$ cat config.mk
export PLATFORM = sky130hd
export DESIGN_NAME = line_rasterizer
export DESIGN_NICKNAME = d
export VERILOG_FILES = /design/src/lr_pkg.sv /design/src/line_rasterizer.sv /design/src/lr_front.sv /design/src/lr_queue.sv /design/src/lr_back.sv
export SDC_FILE = /design/constraint.sdc
export NUM_CORES = 1
export LEC_CHECK = 0
export BUFFER_PORTS_ARGS = -buffer_cell sky130_fd_sc_hd__buf_2
export CAP_MARGIN = 20
export CELL_PAD_IN_SITES_DETAIL_PLACEMENT = 1
export CELL_PAD_IN_SITES_GLOBAL_PLACEMENT = 2
export CORE_MARGIN = 2
export CORE_UTILIZATION = 39
export CTS_CLUSTER_DIAMETER = 200
export DETAILED_ROUTE_END_ITERATION = 10
export HOLD_SLACK_MARGIN = 0.08
export MAX_ROUTING_LAYER = met4
export PLACE_DENSITY_LB_ADDON = 0.1
export SYNTH_ARGS = -nofsm -noshare
export SYNTH_HDL_FRONTEND = slang
export SYNTH_HIERARCHICAL = 1
export SYNTH_SLANG_ARGS = --single-unit
$ cat constraint.sdc
create_clock -name clk_i -period 4.61 [get_ports clk_i]
set_clock_uncertainty 0.2 [all_clocks]
set_input_delay 0 -clock clk_i [delete_from_list [all_inputs] [get_ports clk_i]]
set_output_delay 0 -clock clk_i [all_outputs]
set_load 0.05 [all_outputs]
$ cat src/lr_pkg.sv
// Package for the line rasterizer: coordinate width, command, job and pixel types.
// Used by every module of the block; depends on nothing.
package lr_pkg;

  // Width of one coordinate within the tile.
  localparam int unsigned COORD_BITS = 6;
  // Depth of the job queue between the front and the back.
  localparam int unsigned QUEUE_DEPTH = 2;
  localparam int unsigned QUEUE_PTR_BITS = 1;
  localparam int unsigned QUEUE_CNT_BITS = 2;

  // One line command as it arrives.
  typedef struct packed {
    logic [COORD_BITS-1:0] start_x;
    logic [COORD_BITS-1:0] start_y;
    logic [COORD_BITS-1:0] end_x;
    logic [COORD_BITS-1:0] end_y;
    logic [31:0]           draw_color;
  } cmd_t;

  // One emitted pixel.
  typedef struct packed {
    logic [COORD_BITS-1:0] pixel_x;
    logic [COORD_BITS-1:0] pixel_y;
    logic [31:0]           pixel_color;
    logic                  last_pixel;
  } pix_t;

  // A classified line, ready to be walked along its major axis.
  typedef struct packed {
    logic [COORD_BITS-1:0]        major_pos;
    logic [COORD_BITS-1:0]        major_end;
    logic [COORD_BITS-1:0]        minor_base;
    logic [COORD_BITS:0]          major_delta;
    logic signed [COORD_BITS:0]   minor_delta;
    logic                         axes_swapped;
    logic [31:0]                  held_color;
  } job_t;

endpackage

$ cat src/line_rasterizer.sv
// Line rasterizer: one line command in, one pixel per cycle out along the major axis while
// the output is not stalled. A command passes the queue and the walk registers, and its
// first pixel is registered in the output register. In the back end a line takes its setup
// cycle, then the walk; a two-entry queue takes commands ahead while the back end is busy.
// Reset (asynchronous, active low) empties the queue and the output register.
module line_rasterizer import lr_pkg::*; (
  input  logic clk_i,
  input  logic rst_ni,
  input  logic in_valid_i,
  output logic in_stall_o,
  input  cmd_t in_data_i,
  output logic out_valid_o,
  input  logic out_stall_i,
  output pix_t out_data_o
);

  job_t front_job;
  job_t queue_job;
  logic queue_full;
  logic queue_empty;
  logic job_pop;

  // Commands wait only while the queue is full.
  assign in_stall_o = queue_full;

  lr_front u_front (
    .cmd_i (in_data_i),
    .job_o (front_job)
  );

  lr_queue u_queue (
    .clk_i       (clk_i),
    .rst_ni      (rst_ni),
    .push_i      (in_valid_i),
    .push_data_i (front_job),
    .full_o      (queue_full),
    .pop_i       (job_pop),
    .pop_data_o  (queue_job),
    .empty_o     (queue_empty)
  );

  lr_back u_back (
    .clk_i       (clk_i),
    .rst_ni      (rst_ni),
    .job_avail_i (!queue_empty),
    .job_i       (queue_job),
    .job_pop_o   (job_pop),
    .out_valid_o (out_valid_o),
    .out_stall_i (out_stall_i),
    .out_data_o  (out_data_o)
  );

endmodule

$ cat src/lr_front.sv
// Front end of the line rasterizer: swaps steep lines, orders endpoints, forms deltas.
// Depends on lr_pkg.
module lr_front import lr_pkg::*; (
  input  cmd_t cmd_i,
  output job_t job_o
);

  logic [COORD_BITS-1:0] adx, ady;
  logic                  swap;
  logic [COORD_BITS-1:0] maj_a, min_a, maj_b, min_b;
  logic [COORD_BITS-1:0] maj_lo, min_lo, maj_hi, min_hi;

  // Absolute spans decide which axis is the major one.
  always_comb begin
    adx = (cmd_i.start_x > cmd_i.end_x) ? (cmd_i.start_x - cmd_i.end_x)
                                        : (cmd_i.end_x - cmd_i.start_x);
    ady = (cmd_i.start_y > cmd_i.end_y) ? (cmd_i.start_y - cmd_i.end_y)
                                        : (cmd_i.end_y - cmd_i.start_y);
    swap = (adx < ady);
  end

  // Map the endpoints onto major and minor axes.
  always_comb begin
    if (swap) begin
      maj_a = cmd_i.start_y;
      min_a = cmd_i.start_x;
      maj_b = cmd_i.end_y;
      min_b = cmd_i.end_x;
    end else begin
      maj_a = cmd_i.start_x;
      min_a = cmd_i.start_y;
      maj_b = cmd_i.end_x;
      min_b = cmd_i.end_y;
    end
  end

  // Order the endpoints so that the walk runs upward along the major axis.
  always_comb begin
    if (maj_a > maj_b) begin
      maj_lo = maj_b;
      min_lo = min_b;
      maj_hi = maj_a;
      min_hi = min_a;
    end else begin
      maj_lo = maj_a;
      min_lo = min_a;
      maj_hi = maj_b;
      min_hi = min_b;
    end
  end

  // Assemble the job for the back end.
  always_comb begin
    job_o.major_pos    = maj_lo;
    job_o.major_end    = maj_hi;
    job_o.minor_base   = min_lo;
    job_o.major_delta  = {1'b0, maj_hi} - {1'b0, maj_lo};
    job_o.minor_delta  = $signed({1'b0, min_hi} - {1'b0, min_lo});
    job_o.axes_swapped = swap;
    job_o.held_color   = cmd_i.draw_color;
  end

endmodule

$ cat src/lr_queue.sv
// Short job queue that decouples the front end from the back end.
// Depends on lr_pkg.
module lr_queue import lr_pkg::*; (
  input  logic clk_i,
  input  logic rst_ni,
  input  logic push_i,
  input  job_t push_data_i,
  output logic full_o,
  input  logic pop_i,
  output job_t pop_data_o,
  output logic empty_o
);

  job_t                      mem_q [QUEUE_DEPTH];
  logic [QUEUE_PTR_BITS-1:0] wr_ptr_q, wr_ptr_d;
  logic [QUEUE_PTR_BITS-1:0] rd_ptr_q, rd_ptr_d;
  logic [QUEUE_CNT_BITS-1:0] count_q, count_d;
  logic                      do_push, do_pop;

  assign full_o     = (count_q == QUEUE_CNT_BITS'(QUEUE_DEPTH));
  assign empty_o    = (count_q == '0);
  assign do_push    = push_i && !full_o;
  assign do_pop     = pop_i && !empty_o;
  assign pop_data_o = mem_q[rd_ptr_q];

  // Pointer and fill count update.
  always_comb begin
    wr_ptr_d = wr_ptr_q;
    rd_ptr_d = rd_ptr_q;
    count_d  = count_q;
    if (do_push) begin
      wr_ptr_d = (wr_ptr_q == QUEUE_PTR_BITS'(QUEUE_DEPTH - 1)) ? '0 : wr_ptr_q + 1'b1;
    end
    if (do_pop) begin
      rd_ptr_d = (rd_ptr_q == QUEUE_PTR_BITS'(QUEUE_DEPTH - 1)) ? '0 : rd_ptr_q + 1'b1;
    end
    if (do_push && !do_pop) begin
      count_d = count_q + 1'b1;
    end else if (do_pop && !do_push) begin
      count_d = count_q - 1'b1;
    end
  end

  always_ff @(posedge clk_i or negedge rst_ni) begin
    if (!rst_ni) begin
      wr_ptr_q <= '0;
      rd_ptr_q <= '0;
      count_q  <= '0;
    end else begin
      wr_ptr_q <= wr_ptr_d;
      rd_ptr_q <= rd_ptr_d;
      count_q  <= count_d;
    end
  end

  // Entry storage needs no reset.
  always_ff @(posedge clk_i) begin
    if (do_push) begin
      mem_q[wr_ptr_q] <= push_data_i;
    end
  end

endmodule

$ cat src/lr_back.sv
// Back end of the line rasterizer: walks the major axis and emits one pixel per cycle while the output is not stalled.
// The minor coordinate follows an exact floored quotient kept as quotient and remainder.
// Depends on lr_pkg.
module lr_back import lr_pkg::*; (
  input  logic clk_i,
  input  logic rst_ni,
  input  logic job_avail_i,
  input  job_t job_i,
  output logic job_pop_o,
  output logic out_valid_o,
  input  logic out_stall_i,
  output pix_t out_data_o
);

  logic                          busy_q, busy_d;
  logic [COORD_BITS-1:0]         pos_q, pos_d;
  logic [COORD_BITS-1:0]         end_q, end_d;
  logic [COORD_BITS-1:0]         minor_q, minor_d;
  logic signed [COORD_BITS+1:0]  rem_q, rem_d;
  logic signed [COORD_BITS:0]    ndelta_q, ndelta_d;
  logic [COORD_BITS:0]           mdelta_q, mdelta_d;
  logic                          swap_q, swap_d;
  logic [31:0]                   color_q, color_d;
  logic                          out_valid_q, out_valid_d;
  pix_t                          out_q, out_d;

  logic                          out_free;
  logic                          emit;
  logic                          is_last;
  logic signed [COORD_BITS+1:0]  rem_sum;
  logic signed [COORD_BITS+1:0]  mdelta_s;

  assign out_free    = !out_valid_q || !out_stall_i;
  assign emit        = busy_q && out_free;
  assign is_last     = (pos_q == end_q);
  assign job_pop_o   = !busy_q && job_avail_i;
  assign out_valid_o = out_valid_q;
  assign out_data_o  = out_q;

  // Remainder step: add the minor span, then fold back into [0, major span).
  assign rem_sum  = rem_q + {ndelta_q[COORD_BITS], ndelta_q};
  assign mdelta_s = $signed({1'b0, mdelta_q});

  always_comb begin
    busy_d      = busy_q;
    pos_d       = pos_q;
    end_d       = end_q;
    minor_d     = minor_q;
    rem_d       = rem_q;
    ndelta_d    = ndelta_q;
    mdelta_d    = mdelta_q;
    swap_d      = swap_q;
    color_d     = color_q;
    out_valid_d = out_valid_q && out_stall_i;
    out_d       = out_q;

    if (job_pop_o) begin
      // Setup cycle: load the next job from the queue.
      busy_d   = 1'b1;
      pos_d    = job_i.major_pos;
      end_d    = job_i.major_end;
      minor_d  = job_i.minor_base;
      rem_d    = '0;
      ndelta_d = job_i.minor_delta;
      mdelta_d = job_i.major_delta;
      swap_d   = job_i.axes_swapped;
      color_d  = job_i.held_color;
    end else if (emit) begin
      // Emit the current pixel, swapping the axes back where needed.
      out_valid_d       = 1'b1;
      out_d.pixel_x     = swap_q ? minor_q : pos_q;
      out_d.pixel_y     = swap_q ? pos_q : minor_q;
      out_d.pixel_color = color_q;
      out_d.last_pixel  = is_last;
      pos_d             = pos_q + 1'b1;
      if (is_last) begin
        busy_d = 1'b0;
      end
      if (rem_sum >= mdelta_s && mdelta_q != '0) begin
        rem_d   = rem_sum - mdelta_s;
        minor_d = minor_q + 1'b1;
      end else if (rem_sum < 0) begin
        rem_d   = rem_sum + mdelta_s;
        minor_d = minor_q - 1'b1;
      end else begin
        rem_d = rem_sum;
      end
    end
  end

  always_ff @(posedge clk_i or negedge rst_ni) begin
    if (!rst_ni) begin
      busy_q      <= 1'b0;
      out_valid_q <= 1'b0;
    end else begin
      busy_q      <= busy_d;
      out_valid_q <= out_valid_d;
    end
  end

  // Walk and payload registers need no reset.
  always_ff @(posedge clk_i) begin
    pos_q    <= pos_d;
    end_q    <= end_d;
    minor_q  <= minor_d;
    rem_q    <= rem_d;
    ndelta_q <= ndelta_d;
    mdelta_q <= mdelta_d;
    swap_q   <= swap_d;
    color_q  <= color_d;
    out_q    <= out_d;
  end

endmodule

==> Word-level counts from Yosys, hierarchy flattened <==
Memory sizes are Yosys's and may differ from the RTL's.
Cells that the tools add are included.
{ "word_totals": {"register_bits": 124, "ramBits": 130, "inputBits": 60, "out_inout_bits": 47, "wordCells": 99, "memories": 1} }
{ "op_classes": {"n_addsub": 16, "order_cmp": 6, "n_eq_ne": 2, "n_mux": 31, "bitwise": 1, "n_reduce_logical": 25} }
{ "mem_list": {"columns": ["name", "depth", "word_bits", "rd", "rd_clocked_by_memory_dff", "wr", "line_no", "source"], "rows": [
  ["u_queue.mem_q", 2, 65, 1, 0, 1, "lr_queue.sv:14", "job_t mem_q [QUEUE_DEPTH];"]
]} }
{ "ops": {"columns": ["cell", "n"], "rows": [
  ["2-to-1 mux 6 bit", 18],
  ["subtractor 6 bit", 4],
  ["> comparator 6 bit", 3],
  ["adder 8 bit", 2],
  ["2-to-1 mux 8 bit", 2],
  ["subtractor 6 x 6 -> 7 bit", 2],
  ["adder 6 x 1 -> 6 bit, second input constant", 2],
  ["2-to-1 mux 1 bit", 9],
  [">= comparator 8 bit", 1],
  ["logical AND 1 bit", 8],
  ["< comparator 8 x 1 -> 1 bit, second input constant", 1],
  ["subtractor 8 bit", 1],
  ["zero test 1 bit", 7],
  ["nonzero test 7 bit", 1],
  ["equality test 6 bit", 1],
  ["< comparator 6 bit", 1],
  ["AND reduction 2 bit", 3],
  ["nonzero test 2 bit", 3],
  ["subtractor 6 x 1 -> 6 bit, second input constant", 1],
  ["2-to-1 mux 2 bit", 2],
  ["nonzero test 3 bit", 1],
  ["adder 1 bit, second input constant", 2],
  ["adder 2 x 1 -> 2 bit, second input constant", 1],
  ["equality test 2 bit, second input constant", 1],
  ["4 further kinds", 4]
]} }

==> Depth between registers and ports, before layout <==
{ "depth": {"ltp_word": 7, "depth_mapped": 40, "ltp_nobuf": 37} }

==> Hierarchy <==
The synthesis kept the hierarchy.
{ "modules_own_cells": {"columns": ["module", "n_inst", "cells_each", "area_per_inst_um2", "seq_area_each_um2"], "rows": [
  ["lr_back", 1, 354, 5262.5, 3513.4],
  ["lr_queue", 1, 221, 5048.6, 4003.8],
  ["lr_front", 1, 377, 2717.6, 0.0],
  ["line_rasterizer", 1, 1, 3.8, 0.0]
]} }

==> Least setup slack after synthesis <==
Ideal clock, no wire load.
{ "synth_path": {"path_type": "input-to-reg", "start": "input port in_data_i[44] (netlist name)", "end": "memory u_queue/mem_q[0][38] (netlist name) (data pin)", "setup_ns": 0.262, "arrival_time_ns": 6.466, "required_ns": 4.148, "path_slack_ns": -2.319, "path_stages": 36, "n_path_buf": 2, "cell_sequence": "inv_1 -> ha_1 -> inv_1 -> fa_1 -> a21o_1 -> a21o_1 -> a21o_1 -> a21oi_1 -> a31oi_2 -> mux2_1 -> a31oi_1 -> xor2_1 -> ha_1 -> a211o_1 -> a21oi_2 -> o21ai_2 -> buf_6 -> inv_2 -> mux2i_1 -> ha_1 -> nor2b_1 -> o2111ai_1 -> o211ai_1 -> mux2_4 -> a21o_1 -> nand2_1 -> buf_2 -> a21oi_1 -> mux2_2 -> ha_1 -> nor2b_1 -> o21ai_0 -> nand2b_1 -> a21o_1 -> a21oi_1 -> xnor2_1"} }
{ "synth_lines": {"columns": ["element", "line_no", "source"], "rows": [
  ["from (decl)", "line_rasterizer.sv:11", "input cmd_t in_data_i,"],
  ["to (decl)", "lr_queue.sv:14", null]
]} }

==> results.md <==
Yosys:
- Yosys attributes the largest share of cell area to sky130_fd_sc_hd__edfxtp_1 (55%), sky130_fd_sc_hd__ha_1 (6.3%), sky130_fd_sc_hd__mux2_4 (4.7%).
- The largest area contributor in the synthesized netlist is sky130_fd_sc_hd__edfxtp_1.
- The synthesized instance count is roughly 950.
- The Yosys step of the flow raised 6 warnings.
- The mean post-synth cell area is 13.7 um^2.
- Counting flops with an async set or reset pin after synthesis yields a share of about 2.4%.
- The synthesized design contains 240 enable-type register cells.
- Synthesis produced a netlist with a net count of 1,088.
- By count the netlist is led by sky130_fd_sc_hd__edfxtp_1 (240), sky130_fd_sc_hd__ha_1 (66), sky130_fd_sc_hd__a21oi_1 (63).
- The flop and latch count out of synthesis is 254.
- The number of distinct library cells after synthesis is 68.
- The synthesized cell area is approximately 13,000 um^2.
- The most used flip-flop cell after synthesis is sky130_fd_sc_hd__edfxtp_1.
- After synthesis, flip-flops and latches occupy 57.7% of the total area.
- The cell with the most instances after synthesis is sky130_fd_sc_hd__edfxtp_1.
- The share of Yosys cell area claimed by the top area cell type is 55.3%.

Pwr:
- The internal power is 9.27 mW.
- Registers are responsible for between 20% and 30% of the overall power.
- Summed over all nets, the switching power comes to roughly 5.5 mW.
- The power density over the cells is 813 nW/um^2.
- The leakage power of the design is ~7.2 nW.
- Net switching is 37.1% of the power.
- The share of total power in combinational logic is 59.0%.
- The worst ir drop on vdd is between 0.3 and 0.4 mV.
- The design draws about 15 mW.
- Per report_power, the clock group accounts for roughly 14% of the total.

STA:
- Derived from the worst setup path, the maximum achievable clock frequency is 0.167 GHz.
- The final sum of negative setup slack is -49.80 ns.
- The count of pins over their slew limit is 0.
- The final setup violation count is 62.
- The normalized max-slew margin is between 30% and 40%.
- The final-layout worst hold slack is approximately 0.080 ns.
- The final hold violation count is 0.
- Dividing the final minimum period by the clock period gives 130%.
- The transition time at the pin with the least slew margin is 1.03 ns.
- Setup slack on the critical path of the routed design comes to -1.36 ns.
- Setup repair after global routing could not meet its margin everywhere.
- The final critical-path required period is 5.97 ns.

Status:
- The run finished, with violations left.
- The checks that failed: negative setup slack.

Final layout:
- Cells with a size suffix above 1 make up approximately 44% of the layout.
- The count of filler cells inserted in the layout is 3,289.
- The area growth from synthesis to layout is 39.2%.
- The post-layout instance count excluding filler cells is 1,790.
- After the last flow step, the layout net total stands at 1,462.
- The final non-filler cell area is between 15,000 and 20,000 um^2.
- The share of the core filled with cells in the final layout is 55.5%.

Global route:
- For this run, global-route usage on met1 was measured as 23.9%.
- The via count of the first global-routing pass is 9,717.
- In this run the most used layer during global routing was met2.
- Global routing finished with a remaining overflow of 0.
- The global-route track usage on met2 is 34.0%.
- The first-pass GRT wire length is 52.5 mm.
- Global routing consumed, on the met3 layer, 2.78% of the routing resources.
- Entering global routing, the biggest net connects between 60 and 70 pins.
- Global routing used approximately a fifth of the available tracks across all layers.
- The initial antenna violation count is 1.

Route:
- After detailed routing, the number of vias per cell comes to 4.91.
- The total length of routed wires is 33.1 mm.
- Once detail routing completed, the nets flagged for antenna violations numbered 0.
- The detailed router placed 8,782 vias in this run.
- The first-iteration detailed-routing DRC count is 393.
- The detailed-router iteration count before antenna repair is 5.
- The detailed-route wire length per cell is 18.5 um.
- In the routed design, unresolved DRC markers number 0.

Clock tree:
- TritonCTS built the clock tree.
- The later pin in the worst-skew pair is clocked with a latency of around 0.53 ns.
- Counting every sink on the clock net gives 254.
- Counting the buffers created by CTS gives 27.
- The number of H-tree branching levels is 1.
- The clock transition time at the flip-flop clock pins of the worst setup and hold paths is around 0.060 ns.
- The tree is rooted in a sky130_fd_sc_hd__clkbuf_16.
- Counting along the longest clock path gives a buffer depth of 3.

Setup path:
- For the worst flop-to-flop path, the logic depth is 19.
- Data on the critical path is required at its endpoint by ~4.7 ns.
- The critical path capture point type is a flip-flop.
- By startpoint and endpoint, the worst setup path is classified as primary input to flip-flop.
- The critical path data arrival time is about 6.1 ns.
- The slack of the worst reg-to-reg path is 0.16 ns.
- The critical-path cell with the highest stage delay is sky130_fd_sc_hd__fa_2.
- The cell that appears most often on the critical path is sky130_fd_sc_hd__a21o_1.
- The origin of the critical flop-to-flop path is u_back/ndelta_q[1].
- The worst setup path is launched from a primary input.
- On the worst path, the slowest cell contributes a delay of ~0.35 ns.
- Of all nets on the critical path, the largest fanout is 6.
- The endpoint of the worst-slack reg-to-reg timing path is u_back/minor_q[5].

Die:
- Row generation in the floorplan step produced 66 rows.
- The die covers approximately 35,000 um^2.
- The die is 187 um tall.
- Once the floorplan was initialized, standard cells occupied 39.9% of the core.
- The floorplan step set the die width to 187 um.
- The core region is 32,700 um^2.
- The total I/O pin count is 107.

Placement:
- Detailed placement finished with a half-perimeter wire length of 22.5 mm.
- Routability-driven placement finished with a final weighted congestion of 0.832.
- In this run, placement finished with an instance count of around 1,600.
- During placement, the flow inserted port buffers numbering 106.
- The worst slack at placement is -2.14 ns.
- The placed standard-cell area is 15,200 um^2.

Worst hold path:
- The min-delay analysis places its worst path in the category primary input to flip-flop.
- The hold-critical path endpoint is u_queue/mem_q[0][47].
- The hold path startpoint is in_data_i[50].
- The worst hold path was traced through 7 stages.

Flow run:
- The tool flagged a number of max-cap violations equal to 0.
==> routing by layer <==
layer / vias to the layer above / share of wire (%)
li1: 4242 / -
met1: 4350 / 43
met2: 138 / 51
met3: 52 / 3.0
met4: 0 / 2.3
met5: - / 0
==> what timing repair did <==
action | 4_1_cts | 5_1_grt
endpoints found under the setup margin | 63 | 64
hold buffers | 87 | 1
endpoints found under the hold margin | 123 | 2
gates cloned | 3 | 0
setup buffers | 52 | 12
resized for setup | 119 | 66
pin swaps | 39 | 36
==> flip-flops by register name, summed over array words and instances, names as in the netlist <==
name	count
u_back/swap_q	1
u_back/busy_q	1
u_back/rem_q	8
u_queue/mem_q	130
u_queue/rd_ptr_q	1
u_back/mdelta_q	7
u_back/end_q	6
u_back/color_q	32
u_queue/count_q	2
u_back/out_data_o	45
u_back/ndelta_q	7
u_back/pos_q	6
u_back/out_valid_o	1
u_queue/wr_ptr_q	1
u_back/minor_q	6
==> kinds of logic after synthesis <==
group           count (synthesis)  share of synthesized area [%]
mux                           118                           11.2
fa+ha+maj                      77                           7.87
xor+xnor                       53                           3.56
flops                         254                           57.7
simple gates                  155                           5.59
buf+inv                       118                           4.89
compound gates                178                           9.21
==> worst max-delay path by stage <==
stage,startpoint,endpoint,cells after the start
finish,in_data_i[44],u_queue/mem_q[0][38],38
global placement,in_data_i[44],u_queue/mem_q[0][39],37
CTS,in_data_i[44],u_queue/mem_q[0][38],39
global route,in_data_i[44],u_queue/mem_q[0][38],38
detailed placement,in_data_i[44],u_queue/mem_q[1][39],37
floorplan,in_data_i[44],u_queue/mem_q[0][38],38
==> placed cells by master, fill, tap and decap left out, types with 6 or more instances in the layout <==
cell type / instances
sky130_fd_sc_hd__edfxtp_1: 240
sky130_fd_sc_hd__buf_4: 179
sky130_fd_sc_hd__buf_2: 105
sky130_fd_sc_hd__dlygate4sd3_1: 88
sky130_fd_sc_hd__ha_1: 51
sky130_fd_sc_hd__inv_1: 45
sky130_fd_sc_hd__mux2_2: 45
sky130_fd_sc_hd__mux2_4: 45
sky130_fd_sc_hd__a21oi_1: 37
sky130_fd_sc_hd__nand2_1: 36
sky130_fd_sc_hd__nor2_1: 36
sky130_fd_sc_hd__clkbuf_16: 27
sky130_fd_sc_hd__xnor2_1: 26
sky130_fd_sc_hd__a21oi_2: 22
sky130_fd_sc_hd__buf_6: 22
sky130_fd_sc_hd__a21o_1: 19
sky130_fd_sc_hd__xor2_1: 18
sky130_fd_sc_hd__nand2b_1: 17
sky130_fd_sc_hd__o21ai_0: 16
sky130_fd_sc_hd__mux2i_1: 13
sky130_fd_sc_hd__nand3_1: 12
sky130_fd_sc_hd__ha_4: 11
sky130_fd_sc_hd__inv_2: 10
sky130_fd_sc_hd__nor2_4: 10
sky130_fd_sc_hd__o21ai_2: 9
sky130_fd_sc_hd__mux2i_4: 8
sky130_fd_sc_hd__buf_12: 7
sky130_fd_sc_hd__o21ai_1: 7
sky130_fd_sc_hd__dfxtp_1: 7
sky130_fd_sc_hd__a21oi_4: 7
sky130_fd_sc_hd__clkbuf_1: 6
sky130_fd_sc_hd__mux2i_2: 6
sky130_fd_sc_hd__nor2_2: 6
==> layout make-up <==
type / instances / area (um^2) / area share [%]
sequential: 254 / 7520 / 41.5
multi-input combinational: 582 / 5750 / 31.7
timing repair buffer: 404 / 3200 / 17.6
clock buffer: 36 / 739 / 4.08
tap: 442 / 553 / 3.05
inverter: 58 / 249 / 1.37
clock inverter: 13 / 129 / 0.711
antenna: 1 / 2.50 / 0.0138
==> power groups by stage <==
stage	combinational (mW)	clock, mW	sequential, mW
2_1_floorplan	4.45	0	4.01
4_1_cts	8.28	2.15	3.95
6_report	8.70	2.10	3.95
3_3_place_gp	6.73	0	3.96
5_1_grt	9.41	2.24	4.01
3_5_place_dp	6.85	0	4.00
==> critical path: cells and delay by family <==
family,cells,cell delay [ns]
and+or+nand+nor,4,0.43
muxes,4,1.10
buffers and inverters,7,0.67
adders and majority gates,5,1.17
AOI/OAI and AO/OA,16,2.44
xor gates and xnor gates,2,0.24
(Power assumes the default switching activity.)
